File: src/rtl/ddo_pkg.sv
package ddo_pkg;

  localparam int CORDIC_STEPS = 24;
  localparam int CNT_W = $clog2(CORDIC_STEPS + 1);
  localparam int CW = 34;
  localparam int GW = 24;
  localparam int PW = 48;
  localparam int TW = 42;
  localparam int MAGW = 43;
  localparam int DIVN = 63;
  localparam int DIVD = 32;
  localparam int DIV_CNT_W = $clog2(DIVN + 1);

  localparam logic signed [CW-1:0] CORDIC_X0 = 34'sh026DD3B6A;
  localparam logic [19:0] USEC_PER_S = 20'd1000000;
  localparam logic signed [PW-1:0] SAT_MAX = 48'sh7FFF_FFFF_FFFF;
  localparam logic signed [PW-1:0] SAT_MIN = 48'sh8000_0000_0000;
  localparam logic [GW-1:0] THETA_GAIN_RST = 24'd143646;
  localparam logic [GW-1:0] DIST_GAIN_RST = 24'd155689;

  typedef enum logic [1:0] {
    REG_THETA_GAIN = 2'd0,
    REG_DIST_GAIN  = 2'd1
  } reg_idx_t;

  function automatic logic [31:0] atan_entry(input logic [4:0] i);
    logic [31:0] v;
    case (i)
      5'd0: v = 32'h20000000;
      5'd1: v = 32'h12E4051E;
      5'd2: v = 32'h09FB385B;
      5'd3: v = 32'h051111D4;
      5'd4: v = 32'h028B0D43;
      5'd5: v = 32'h0145D7E1;
      5'd6: v = 32'h00A2F61E;
      5'd7: v = 32'h00517C55;
      5'd8: v = 32'h0028BE53;
      5'd9: v = 32'h00145F2F;
      5'd10: v = 32'h000A2F98;
      5'd11: v = 32'h000517CC;
      5'd12: v = 32'h00028BE6;
      5'd13: v = 32'h000145F3;
      5'd14: v = 32'h0000A2FA;
      5'd15: v = 32'h0000517D;
      5'd16: v = 32'h000028BE;
      5'd17: v = 32'h0000145F;
      5'd18: v = 32'h00000A30;
      5'd19: v = 32'h00000518;
      5'd20: v = 32'h0000028C;
      5'd21: v = 32'h00000146;
      5'd22: v = 32'h000000A3;
      5'd23: v = 32'h00000051;
      5'd24: v = 32'h00000029;
      5'd25: v = 32'h00000014;
      5'd26: v = 32'h0000000A;
      5'd27: v = 32'h00000005;
      5'd28: v = 32'h00000003;
      5'd29: v = 32'h00000001;
      5'd30: v = 32'h00000001;
      default: v = 32'h00000000;
    endcase
    return v;
  endfunction

  function automatic logic signed [PW-1:0] sat48(input logic signed [PW:0] v);
    logic signed [PW-1:0] r;
    if (v[PW] != v[PW-1]) begin
      r = v[PW] ? SAT_MIN : SAT_MAX;
    end else begin
      r = v[PW-1:0];
    end
    return r;
  endfunction

endpackage

File: src/rtl/ddo_div.sv
module ddo_div (
  input  logic clk,
  input  logic rst,
  input  logic start,
  input  logic [ddo_pkg::DIVN-1:0] dividend,
  input  logic [ddo_pkg::DIVD-1:0] divisor,
  output logic done,
  output logic [ddo_pkg::DIVN-1:0] quotient
);

  logic running;
  logic [ddo_pkg::DIV_CNT_W-1:0] cnt;
  logic [ddo_pkg::DIVD-1:0] rem;
  logic [ddo_pkg::DIVD:0] trial;
  logic fits;

  always_comb begin
    trial = {rem, quotient[ddo_pkg::DIVN-1]};
    fits = trial >= {1'b0, divisor};
  end

  always_ff @(posedge clk) begin
    if (rst) begin
      running <= 1'b0;
      done <= 1'b0;
    end else begin
      done <= 1'b0;
      if (start) begin
        rem <= '0;
        quotient <= dividend;
        cnt <= '0;
        running <= 1'b1;
      end else if (running) begin
        rem <= fits ? ddo_pkg::DIVD'(trial - {1'b0, divisor})
                    : trial[ddo_pkg::DIVD-1:0];
        quotient <= {quotient[ddo_pkg::DIVN-2:0], fits};
        cnt <= cnt + 1'b1;
        if (cnt == ddo_pkg::DIV_CNT_W'(ddo_pkg::DIVN - 1)) begin
          running <= 1'b0;
          done <= 1'b1;
        end
      end
    end
  end

endmodule

File: config.mk
export PLATFORM = sky130hd
export DESIGN_NAME = ddo_div
export DESIGN_NICKNAME = d
export VERILOG_FILES = /design/src/rtl/ddo_pkg.sv /design/src/rtl/ddo_div.sv
export SDC_FILE = /design/constraint.sdc
export NUM_CORES = 1
export LEC_CHECK = 0
export ABC_AREA = 1
export BUFFER_PORTS_ARGS = -buffer_cell sky130_fd_sc_hd__buf_4
export CORE_MARGIN = 1.5
export CORE_UTILIZATION = 51
export DETAILED_ROUTE_END_ITERATION = 6
export PLACE_DENSITY = 0.76
export SYNTH_ARGS = -nofsm -noshare
export SYNTH_HDL_FRONTEND = slang
export SYNTH_SLANG_ARGS = --single-unit
File: constraint.sdc
create_clock -name clk -period 8.11 [get_ports clk]
set_clock_uncertainty 0.2 [all_clocks]
set_input_delay 1.622 -clock clk [delete_from_list [all_inputs] [get_ports clk]]
set_output_delay 1.622 -clock clk [all_outputs]
set_load 0.02 [all_outputs]
After elaboration in Yosys (flattened, before gate mapping)
Index checks and enable logic that the tools add are counted.
- $add $sub $neg: 2
- multiply operators: 0
- divide/modulo/power cells: 0
- $lt $le $gt $ge: 1
- equal/unequal tests: 1
- shift-type cells: 0
- muxes and demuxes: 9
- bitwise logic cells: 2
- reduce and logical (&&, ||, !) cells: 3
- operators by type and width (operator ; count):
    2-to-1 mux 63 bit ; 2
    2-to-1 mux 32 bit ; 2
    greater-or-equal comparator 33 x 32 -> 1 bit ; 1
    subtractor 32 bit ; 1
    adder 6 x 1 -> 6 bit, second input constant ; 1
    == test 6 bit, second input constant ; 1
    2-to-1 mux 6 bit ; 1
    2-to-1 mux 1 bit ; 4
    OR reduction 3 bit ; 1
    inverter 1 bit ; 2
    AND reduction 2 bit ; 1
    nonzero test 2 bit ; 1
- register bits after elaboration: 103
- bits in latches: 0
- memory bits (writable): 0
- memory bits (read-only): 0
- input port bits: 98
- output and inout port bits: 64
- memories kept: 0

Depth between registers and ports, before layout
- depth after elaboration: 4
- gate-level depth with buffers: 17
- mapped depth without buffers: 15

Worst setup path after synthesis
No wires, ideal clock.
- kind: input -> register
- start: in start
- end: reg cnt[0] in the netlist's numbering, enable pin
- data arrival time: 6.842 ns
- data required time: 7.314 ns
- setup slack: 0.472 ns
- stages on the path: 3
- buffers on the path: 1
- path through: clkbuf_1 > clkinv_1 > a21oi_1
- longest elaborated chain between the ends: 2
- RTL lines (element ; line ; text):
    start: declaration ; ddo_div.sv:4 ; input logic start,
    nonzero test 2 bit (no source line) ; n/a ;
    AND reduction 2 bit (no source line) ; n/a ;
    end signal: assignment ; ddo_div.sv:37 ; cnt <= cnt + 1'b1;
    end: declaration ; ddo_div.sv:12 ; logic [ddo_pkg::DIV_CNT_W-1:0] cnt;
No other way between the ends.
A chain may end at the register's enable or synchronous reset.

Final worst setup path
- start: in start
- end: reg rem[12] in the netlist's numbering, enable pin
- longest elaborated chain between the ends: 2
- RTL lines (element ; line ; text):
    nonzero test 2 bit (no source line) ; n/a ;
    AND reduction 2 bit (no source line) ; n/a ;
    end signal: assignment ; ddo_div.sv:34 ; rem <= fits ? ddo_pkg::DIVD'(trial - {1'b0, divisor})
    end: declaration ; ddo_div.sv:13 ; logic [ddo_pkg::DIVD-1:0] rem;
No other way between the ends.

==> qor.yml <==
synth.ff_latch_count: 103
grt_use_total_pct: 26.0
cts_tree: "yes"
min_path_type: "reg -> reg"
drt-vias-per-instance: 4.90
first_global_vias: 6600
end_kind: "register"
die_h_um: 124
area_delta_synth_final_pct: 21.9
yosysUniqueCellTypes: 35
finalWorstSetupSlack_ps: 4250
grt_pass1_wl_um: 30600
max_slew_margin_pct: 35.1
criticalPathCategory: "in -> reg"
seq_power_share_pct: 41.5
r2r_end: "rem[15]"
synth_top_cell_area_share_pct: 40.8
cts_setup_buffers: 0
hold_viol: 0
antenna_cells: 0
dieArea_um2: 15300
synth-seq-area-share_pct: 41.4
synth_cells: 1070
dpl.hpwl_um: 13900
dr.pass1.iters: 5
preCtsSetupSlack_ps: 3840
finalMaxSlewViolations: 0
reg2reg_from: "rem[27]"
stdcell_count: 1404
clkSinkCount: 103
setup_viol: 0
p_sw_uw: 535
final_cell_mix: "nand2_1 (484), inv_1 (171), buf_4 (164)"
whs_endpoint: "done"
cts_max_level: 3
fin_crit_sh_pct: 47.6
drive_above_1_share_pct: 15.9
cts.hold.buffers_added: 0
start_kind: "input port"
fp-row-count: 43
synth_area_um2: 7430
ant_nets: 0
reg2reg_slack_ps: 5260
avgSynthCellArea_um2: 6.94
drt-total-wl_um: 18700
worst_slew_pin_slew_ps: 974
crit_fanout: 70
tns_ps: 0
cts.root.buffer_cell: "clkbuf_16"
clock_latency_ps: 360
synth.area.top_cells: "edfxtp_1 (41%), nand2_1 (24%), inv_1 (8.6%), nor2_1 (6.0%), ha_1 (5.7%)"
post_cts_resized: 0
antenna_found_initial: 0
min_period_ps: 3860
layout_commonest_cell: "nand2_1"
hold_start: "running"
cp.required_ps: 7900
vias: 6874
combPwrFrac_pct: 30.1
drt_iter0_drc: 390
core_area_um2: 14000
synth_top_cell_by_area: "edfxtp_1"
drcViolationCount: 0
p_per_area_nw_per_um2: 177
internal_power_uw: 1070
yosys_warnings: 0
gp_congestion: 0.942
clock_path_buffers: 2
overflow: 0
reg2regPathDepth: 11
die_w_um: 124
dp_cells: 1388
clockPowerShare_pct: 28.4
portBuffers: 161
peakVddDrop_mv: 0.117
ios: 162
routedWlPerCell_um: 13.3
hold_depth: 2
grt_max_degree: 97
cellLeakagePower_uw: 0.00492
nets: 1352
outcome: "completed"
final_core_util_pct: 64.5
critPathArrivalTime_ps: 3650
rsz0062_at_grt: "no"
maxCapViolations: 0
cts_inserted_buffers: 9
clk_pin_slew_worst_paths_ps: 70
p_sw_share_pct: 33.4
fmax_ghz: 0.259
initial_core_util_pct: 52.9
synth_nets: 1203
-- critical path, stage by stage --
cell,delay [ps]
buf_4,520
inv_2,130
a21oi_4,140
buf_4,490
buf_4,700
-- flip-flops by register name, summed over array words and instances (netlist names) --
signal and cells:
done 1, running 1, cnt 6, rem 32, quotient 63
-- final cells by class --
type                            instances  area, um2
Fill cell                            1292       4980
Multi-Input combinational cell        765       3570
Sequential cell                       103       3070
Timing Repair Buffer                  164       1230
Inverter                              176        663
Clock buffer                           10        229
Tap cell                              180        225
Clock inverter                          6       68.8
-- worst max-delay path by stage --
stage,to,cells past startpoint,from,slack [ps]
after global routing,rem[13],5,start,4060
after detailed placement,rem[14],5,start,3840
after global placement,rem[14],5,start,3890
after floorplan,cnt[0],3,start,470
final,rem[12],5,start,4250
after CTS,rem[12],5,start,4240
-- power by group through the flow --
stage / sequential [uW] / clock [uW] / combinational [uW]
finish: 665 / 454 / 483
global route: 670 / 478 / 549
CTS: 665 / 459 / 483
detailed placement: 675 / 0 / 481
global placement: 676 / 0 / 473
floorplan: 701 / 0 / 310
-- cells by family after synthesis --
logic type,Yosys count,share of synthesized area (%)
AO/OA/AOI/OAI,23,1.58
XOR/XNOR,18,2.12
adder cells (fa/ha/maj),35,6.00
buffers and inverters,202,10.8
flip-flops,103,41.4
AND/OR/NAND/NOR,689,38.2
-- metrics by stage --
step,area [um2],hold WS (ps),power [uW]
floorplan,7430,222,1010
global placement,8760,306,1150
detailed placement,8760,305,1160
CTS,9060,320,1610
global route,9060,341,1700
finish,9060,320,1600
-- cells in the mapped netlist, drive strengths merged --
cell,number
o21ai,2
xnor2,2
inv,175
fa,1
dfxtp,2
clkbuf,11
a21oi,20
nor2,123
nand4,6
o21bai,1
nor3,3
xor2,16
and2,9
nand2,488
and3,1
or2,1
ha,34
edfxtp,101
nand3,35
clkinv,1
nand3b,23
buf,15
-- routing by layer --
metal	track usage, %	part of all wire, %	vias to the layer above
li1	-	-	3563
met1	33.0	44	3060
met3	6.46	7.1	36
met5	0	0	-
met2	43.0	46	215
met4	9.63	2.4	0
Power figures use the tool's default switching activity.
