==> config.mk <==
export PLATFORM = sky130hd
export DESIGN_NAME = ddo_cordic
export DESIGN_NICKNAME = d
export VERILOG_FILES = /design/src/rtl/ddo_pkg.sv /design/src/rtl/ddo_cordic.sv
export SDC_FILE = /design/constraint.sdc
export NUM_CORES = 1
export LEC_CHECK = 0
export BUFFER_PORTS_ARGS = -buffer_cell sky130_fd_sc_hd__buf_2
export CAP_MARGIN = 20
export CORE_MARGIN = 10
export CORE_UTILIZATION = 39
export CTS_BUF_LIST = sky130_fd_sc_hd__clkbuf_8
export CTS_CLUSTER_SIZE = 12
export DETAILED_ROUTE_END_ITERATION = 8
export GPL_TIMING_DRIVEN = 0
export PLACE_DENSITY = 0.59
export SYNTH_ARGS = -nofsm -noshare
export SYNTH_HDL_FRONTEND = slang
export SYNTH_SLANG_ARGS = --single-unit
==> constraint.sdc <==
create_clock -name clk -period 7.4 [get_ports clk]
set_clock_uncertainty 0.05 [all_clocks]
set_input_delay 1.85 -clock clk [delete_from_list [all_inputs] [get_ports clk]]
set_output_delay 1.85 -clock clk [all_outputs]
set_load 0.01 [all_outputs]
==> src/rtl/ddo_pkg.sv <==
package ddo_pkg;

  localparam int CORDIC_STEPS = 24;
  localparam int CNT_W = $clog2(CORDIC_STEPS + 1);
  localparam int CW = 34;
  localparam int GW = 24;
  localparam int PW = 48;
  localparam int TW = 42;
  localparam int MAGW = 43;
  localparam int DIVN = 63;
  localparam int DIVD = 32;
  localparam int DIV_CNT_W = $clog2(DIVN + 1);

  localparam logic signed [CW-1:0] CORDIC_X0 = 34'sh026DD3B6A;
  localparam logic [19:0] USEC_PER_S = 20'd1000000;
  localparam logic signed [PW-1:0] SAT_MAX = 48'sh7FFF_FFFF_FFFF;
  localparam logic signed [PW-1:0] SAT_MIN = 48'sh8000_0000_0000;
  localparam logic [GW-1:0] THETA_GAIN_RST = 24'd143646;
  localparam logic [GW-1:0] DIST_GAIN_RST = 24'd155689;

  typedef enum logic [1:0] {
    REG_THETA_GAIN = 2'd0,
    REG_DIST_GAIN  = 2'd1
  } reg_idx_t;

  function automatic logic [31:0] atan_entry(input logic [4:0] i);
    logic [31:0] v;
    case (i)
      5'd0: v = 32'h20000000;
      5'd1: v = 32'h12E4051E;
      5'd2: v = 32'h09FB385B;
      5'd3: v = 32'h051111D4;
      5'd4: v = 32'h028B0D43;
      5'd5: v = 32'h0145D7E1;
      5'd6: v = 32'h00A2F61E;
      5'd7: v = 32'h00517C55;
      5'd8: v = 32'h0028BE53;
      5'd9: v = 32'h00145F2F;
      5'd10: v = 32'h000A2F98;
      5'd11: v = 32'h000517CC;
      5'd12: v = 32'h00028BE6;
      5'd13: v = 32'h000145F3;
      5'd14: v = 32'h0000A2FA;
      5'd15: v = 32'h0000517D;
      5'd16: v = 32'h000028BE;
      5'd17: v = 32'h0000145F;
      5'd18: v = 32'h00000A30;
      5'd19: v = 32'h00000518;
      5'd20: v = 32'h0000028C;
      5'd21: v = 32'h00000146;
      5'd22: v = 32'h000000A3;
      5'd23: v = 32'h00000051;
      5'd24: v = 32'h00000029;
      5'd25: v = 32'h00000014;
      5'd26: v = 32'h0000000A;
      5'd27: v = 32'h00000005;
      5'd28: v = 32'h00000003;
      5'd29: v = 32'h00000001;
      5'd30: v = 32'h00000001;
      default: v = 32'h00000000;
    endcase
    return v;
  endfunction

  function automatic logic signed [PW-1:0] sat48(input logic signed [PW:0] v);
    logic signed [PW-1:0] r;
    if (v[PW] != v[PW-1]) begin
      r = v[PW] ? SAT_MIN : SAT_MAX;
    end else begin
      r = v[PW-1:0];
    end
    return r;
  endfunction

endpackage

==> src/rtl/ddo_cordic.sv <==
module ddo_cordic (
  input  logic clk,
  input  logic rst,
  input  logic start,
  input  logic [31:0] angle,
  output logic done,
  output logic signed [ddo_pkg::CW-1:0] cos_out,
  output logic signed [ddo_pkg::CW-1:0] sin_out
);

  logic running;
  logic [ddo_pkg::CNT_W-1:0] cnt;
  logic signed [ddo_pkg::CW-1:0] x;
  logic signed [ddo_pkg::CW-1:0] y;
  logic signed [ddo_pkg::CW-1:0] z;
  logic [1:0] quad;

  logic [31:0] qa;
  logic [31:0] resid;
  logic signed [ddo_pkg::CW-1:0] xs;
  logic signed [ddo_pkg::CW-1:0] ys;
  logic signed [ddo_pkg::CW-1:0] at;

  always_comb begin
    qa = angle + 32'h2000_0000;
    resid = angle - {qa[31:30], 30'b0};
    xs = x >>> cnt[4:0];
    ys = y >>> cnt[4:0];
    at = ddo_pkg::CW'({2'b00, ddo_pkg::atan_entry(cnt[4:0])});
  end

  always_ff @(posedge clk) begin
    if (rst) begin
      running <= 1'b0;
      done <= 1'b0;
    end else begin
      done <= 1'b0;
      if (start) begin
        x <= ddo_pkg::CORDIC_X0;
        y <= '0;
        z <= ddo_pkg::CW'($signed(resid));
        quad <= qa[31:30];
        cnt <= '0;
        running <= 1'b1;
      end else if (running) begin
        if (cnt == ddo_pkg::CNT_W'(ddo_pkg::CORDIC_STEPS)) begin
          running <= 1'b0;
          done <= 1'b1;
          case (quad)
            2'd0: begin
              cos_out <= x;
              sin_out <= y;
            end
            2'd1: begin
              cos_out <= -y;
              sin_out <= x;
            end
            2'd2: begin
              cos_out <= -x;
              sin_out <= -y;
            end
            default: begin
              cos_out <= y;
              sin_out <= -x;
            end
          endcase
        end else begin
          if (!z[ddo_pkg::CW-1]) begin
            x <= x - ys;
            y <= y + xs;
            z <= z - at;
          end else begin
            x <= x + ys;
            y <= y - xs;
            z <= z + at;
          end
          cnt <= cnt + 1'b1;
        end
      end
    end
  end

endmodule

### Word-level counts from Yosys, hierarchy flattened

Memories as Yosys holds them, arrays and structs flattened. A register that Yosys moved wholly into a read port is not among the register bits.
Index checks and enable logic that the tools add are counted.

| operators by class | value |
|---|---|
| $add $sub $neg | 11 |
| multipliers | 0 |
| divide/modulo/power cells | 0 |
| magnitude comparators | 0 |
| equality and inequality tests | 4 |
| shift-type cells | 2 |
| mux-type cells | 20 |
| bitwise logic cells | 3 |
| reductions and logical operators | 6 |

Operator list:

| operator | number |
|---|---|
| $mux 34 | 10 |
| $pmux 34 s3 | 2 |
| $add 34x34->34 | 2 |
| $neg 34->34 | 2 |
| $sshr 34x5->34 | 2 |
| $sub 34x34->34 | 2 |
| $add 34x33->34 | 1 |
| $sub 34x33->34 | 1 |
| $add 32x30->32 const B | 1 |
| $sub 32x32->32 | 1 |
| $mux 5 | 4 |
| $add 5x1->5 const B | 1 |
| $eq 5x5->1 const B | 1 |
| $mux 1 | 4 |
| $reduce_and 4->1 | 1 |
| $not 1->1 | 3 |
| $reduce_and 3->1 | 1 |
| $reduce_or 3->1 | 1 |
| $eq 2x1->1 const B | 1 |
| $eq 2x2->1 const B | 1 |
| $logic_not 2->1 | 1 |
| $ne 2x2->1 const B | 1 |
| $reduce_and 2->1 | 1 |
| $reduce_bool 2->1 | 1 |

| word-level totals | value |
|---|---|
| register bits after elaboration | 179 |
| latch bits | 0 |
| bits in writable memories | 0 |
| bits in read-only memories | 960 |
| input bits | 35 |
| output and inout bits | 69 |
| logic and storage cells | 56 |
| memories | 1 |

Memory list:

| memory | depth | bits a word | rd ports | clocked after Yosys merged registers in | write ports | line | RTL |
|---|---|---|---|---|---|---|---|
| (no name shown) | 32 | 30 | 1 | 1 | 0 | ddo_pkg.sv:28 | `case (i)` |

### Longest topological paths before layout

| depth | value |
|---|---|
| depth after elaboration | 5 |
| gate-level depth with buffers | 28 |
| gate-level depth less buffers | 24 |

### Least setup slack after synthesis

Ideal clock, no wire load.

| timing | value |
|---|---|
| path type | input-to-reg |
| start point | in start |
| end point | reg cos_out[0] (netlist bit) (enable) |
| setup time | 0.578 ns |
| arrival time | 7.135 ns |
| data required time | 6.772 ns |
| setup slack | -0.362 ns |
| stages on the path | 4 |
| path buffers | 3 |
| cell sequence | clkbuf_1 buf_1 clkbuf_1 nor3_1 |

| between the ends | value |
|---|---|
| longest elaborated chain between the ends | 2 |

Ends and longest elaborated chain:

| element | line | RTL |
|---|---|---|
| start: declaration | ddo_cordic.sv:4 | `input logic start,` |
| $not 1->1 (no source line) | n/a |  |
| $reduce_and 4->1 (no source line) | n/a |  |
| end signal: assignment | ddo_cordic.sv:55 | `cos_out <= -y;` |
| end signal: assignment | ddo_cordic.sv:59 | `cos_out <= -x;` |
| end signal: assignment | ddo_cordic.sv:63 | `cos_out <= y;` |
| end: declaration | ddo_cordic.sv:7 | `output logic signed [ddo_pkg::CW-1:0] cos_out,` |

No other way between the ends.
A chain may end at the register's enable or synchronous reset.

### Worst setup path in the final report

| timing | value |
|---|---|
| start point | reg cnt[3] (netlist bit) |
| end point | reg x[33] (netlist bit), data pin |

| between the ends | value |
|---|---|
| longest elaborated chain between the ends | 5 |
| elaborated cells on any way between the ends | 6 |
| classes of those cells | add/sub: 2; shift: 1; mux: 3 |

Ends and longest elaborated chain:

| element | line | RTL |
|---|---|---|
| start: declaration | ddo_cordic.sv:12 | `logic [ddo_pkg::CNT_W-1:0] cnt;` |
| start signal: assignment | ddo_cordic.sv:77 | `cnt <= cnt + 1'b1;` |
| $sshr 34x5->34 (*) | ddo_cordic.sv:28 | `ys = y >>> cnt[4:0];` |
| $sub 34x34->34 / $add 34x34->34 (equally long branches) | ddo_cordic.sv:69, ddo_cordic.sv:73 |  |
| $mux 34 (*) | ddo_cordic.sv:68 | `if (!z[ddo_pkg::CW-1]) begin` |
| $mux 34 (*) | ddo_cordic.sv:46 | `if (cnt == ddo_pkg::CNT_W'(ddo_pkg::CORDIC_STEPS)) begin` |
| $mux 34 (*) | ddo_cordic.sv:45 | `end else if (running) begin` |
| end signal: assignment | ddo_cordic.sv:39 | `x <= ddo_pkg::CORDIC_X0;` |
| end signal: assignment | ddo_cordic.sv:69 | `x <= x - ys;` |
| end signal: assignment | ddo_cordic.sv:73 | `x <= x + ys;` |
| end: declaration | ddo_cordic.sv:13 | `logic signed [ddo_pkg::CW-1:0] x;` |

Mark *: on every way between the ends. The rest lies on a longest branch, timed or not. The select of a mux whose other input is x is not followed.

==> results by group <==
Timing
  • Fmax: 0.139 GHz
  • Tmin final: 7220 ps
  • Fin. Hold Viols: 0
  • Count of final max-slew check failures: 0
  • Final Setup Violations: 0
  • Worst relative slew slack: 22.3%
  • RSZ-0062 raised after global routing: no
  • Final Cycle Share: 97.5%
  • Worst Tran Pin Value: 1170 ps

Critical path
  • Reg-to-reg slack, setup: 180 ps
  • RR Endpoint: x[33]
  • Worst R2R Start: cnt[3]
  • CP max FO: 10
  • Worst EP required: 7700 ps
  • Worst setup EP type: register
  • CP max stage cell: clkbuf_1
  • Setup CP Type: register to register
  • Family with the most delay on the worst path: compound AO/OA/AOI/OAI gates
  • CP startpoint kind: register
  • Worst Path Arrival: 7520 ps
  • Cell Chain, Critical Path: clkbuf_1 -> clkbuf_2 -> nand2b_1 -> clkbuf_1 -> o221ai_1 -> nor2_4 -> ha_2 -> nand3_1 -> nor3_2 -> and2_1 -> a21oi_1 -> xnor2_2 -> ha_1 -> a21oi_1 -> nand2_1 -> a2111oi_2 -> a22oi_2 -> a31oi_4 -> o21ai_1 -> a31o_2 -> a31o_2 -> a31oi_1 -> xnor2_1 -> nor2_1
  • WP buf/inv: 3
  • Slowest stage delay, CP: 760 ps
  • Worst r2r path cells: 24

Yosys
  • Compound-gate portion of the synthesized area: 19.3%
  • Post-synth EDFFs: 177
  • Post-synthesis simple-gate area fraction: 16.3%
  • FF+latch count, synth: 209
  • Most common cell in the netlist: nor2_1
  • XOR/XNOR Fraction of Synth Area: 10.2%
  • Synth top area share: 24.0%
  • Area of the mapped netlist: 0.0221 mm2
  • Most common library cells after synthesis: nor2_1 (277), nand2_1 (227), a21oi_1 (222)
  • Mean Syn Cell Area: 8.87 um2
  • Async SR Flop Fraction: 0%
  • Largest family of logic cells by synthesized area: compound AO/OA/AOI/OAI gates
  • Mapped Cells: 2495
  • Largest area contributor in the netlist: edfxtp_1
  • Synth warn: 0
  • Unique masters post-synth: 86
  • Largest cells by area after synthesis: edfxtp_1 (24%), mux4_2 (9.9%), ha_1 (6.5%)
  • Register area share after synthesis: 26.9%
  • Ys flop type: edfxtp_1
  • Post-synthesis mux area share: 15.8%
  • Synthesized net count: 2648
  • Synth Area in Adders: 6.77%

Die
  • Core Area: 0.0563 mm2
  • IO Pins: 104
  • Die height: 258 um
  • FP Rows: 87
  • DIE WIDTH: 258 um
  • Die area: 0.0667 mm2
  • Initial Util: 39.3%

Drt
  • Post-route DRC: 0
  • Final WL: 98.6 mm
  • Vias: 21700
  • Wire length per cell: 28.7 um
  • DRT iter0 DRCs: 2314
  • Vias/cell: 6.31
  • Routed Antenna Nets: 0
  • Drt pass-1 iters: 6

Clocking
  • H-tree depth: 2
  • Max Root-Sink Buffers: 3
  • Clk root buf: clkbuf_8
  • Worst-Skew Late Latency: 660 ps
  • Total CTS buffers: 40
  • CTS clk-pin slew, worst paths: 70 ps
  • TritonCTS clock tree: yes
  • CTS sink cnt: 209

Global routing
  • Initial antenna violation count: 1
  • Pin count of the biggest net entering global routing: 78
  • Tot GR Track Use: 28.7%
  • First-pass GRT wire length: 143 mm
  • Congestion Overflow GR: 0
  • Vias in the first global route: 21400

Hold path
  • Endpoint, Worst Hold: done
  • Hold path start: running
  • Hold Path Class: register to register
  • Hold Path Stages: 2

Placed design
  • Post-DP HPWL: 77.7 mm
  • I/O Buffers: 103
  • Inst Count DP: 3358
  • Final Wtd Congestion: 1.01
  • DP Area: 0.0237 mm2

Run
  • Max cap viols: 0

Finish
  • Finished Cell Area: 0.0248 mm2
  • Fill cell count: 5602
  • Nets@finish: 2801
  • Layout Cells excl Fill: 3434
  • Layout cells sized above 1: 15.2%
  • P&R area growth vs syn: 12.0%

Pwr
  • VDD IR max: 0.239 mV
  • Total power draw: 0.0121 W
  • Power density over cell area: 487 mW/mm2
  • P_leak: 9.53 nW

Run status
  • Outcome: finished clean
registers in the layout, indices dropped and copies added (netlist names):
register and cells:
cos_out 34, at 30, quad 2, x 34, running 1, z 34
sin_out 34, cnt 5, done 1, y 34
cell usage in the layout (no fill, tap or decap), types with 54 or more instances in the layout:
| cell type | n |
|---|---|
| mux4_2 | 97 |
| ha_1 | 114 |
| xnor2_1 | 151 |
| a21o_1 | 54 |
| edfxtp_1 | 177 |
| nor2_1 | 274 |
| inv_1 | 71 |
| nor3_1 | 62 |
| a21oi_1 | 219 |
| xor2_1 | 104 |
| o21ai_0 | 139 |
| clkbuf_1 | 123 |
| nand2_1 | 227 |
| mux2i_1 | 58 |
| buf_2 | 113 |
power by group:
part | switching, W | internal, W
sequential | 0.000455 | 0.00181
combinational | 0.00519 | 0.00341
clock | 0.000580 | 0.000627
total | 0.00622 | 0.00585
worst min-delay path, stage by stage (launching register included):
cell	delay [ps]
dfxtp_1	300
nand2b_1	160
nor3_1	90
per-layer routing:
metal / GRT usage [%] / vias to the layer above / routed length [um]
li1: - / 9599 / -
met1: 34.5 / 10700 / 38700
met2: 47.6 / 1154 / 46000
met3: 5.59 / 264 / 7870
met4: 15.7 / 0 / 6040
met5: 0 / - / 0
through the flow:
stage | setup TNS, ps | worst slack, ps | util [%] | hold slack [ps]
6_report | 0 | 182 | 44.0 | 546
5_1_grt | 0 | 12.7 | 44.0 | 593
4_1_cts | -83.5 | -83.5 | 43.7 | 556
3_5_place_dp | -9120 | -1180 | 42.1 | 553
3_3_place_gp | -69420 | -1300 | 41.9 | 508
2_1_floorplan | 0 | 1250 | - | 432
kinds of logic (layout without fill, tap and decap cells):
group | after synthesis | after routing
compound gates | 680 | 680
xor+xnor | 257 | 257
fa+ha+maj | 118 | 118
buf+inv | 245 | 427
flops | 209 | 209
mux | 203 | 203
other cells | 0 | 1
simple gates | 783 | 783
repair_timing:
action / 4_1_cts / 5_1_grt
gates cloned: 0 / 0
endpoints found under the setup margin: 21 / 13
resized for setup: 36 / 39
pin swaps: 0 / 4
buffers inserted: 0 / 5
hold buffers: 0 / 0
cell type report:
class / instances / area (um2) / area share (%)
sequential: 209 / 5960 / 24.0
clock buffer: 44 / 606 / 2.44
inverter: 63 / 241 / 0.975
multi-input combinational: 2041 / 15300 / 61.8
buffer: 181 / 865 / 3.49
tap: 756 / 946 / 3.82
timing repair buffer: 112 / 638 / 2.58
antenna: 1 / 2.50 / 0.0101
clock inverter: 27 / 203 / 0.818
worst max-delay path by stage:
| stage | endpoint | slack, ps | depth (start not counted) | start |
|---|---|---|---|---|
| 2_1_floorplan | at[4] | 1250 | 11 | rst |
| 3_3_place_gp | at[4] | -1300 | 15 | cnt[3] |
| 3_5_place_dp | x[33] | -1180 | 25 | cnt[3] |
| 4_1_cts | x[33] | -80 | 27 | cnt[1] |
| 5_1_grt | y[33] | 10 | 25 | cnt[3] |
| 6_report | x[33] | 180 | 24 | cnt[3] |
Power figures use the tool's default switching activity.
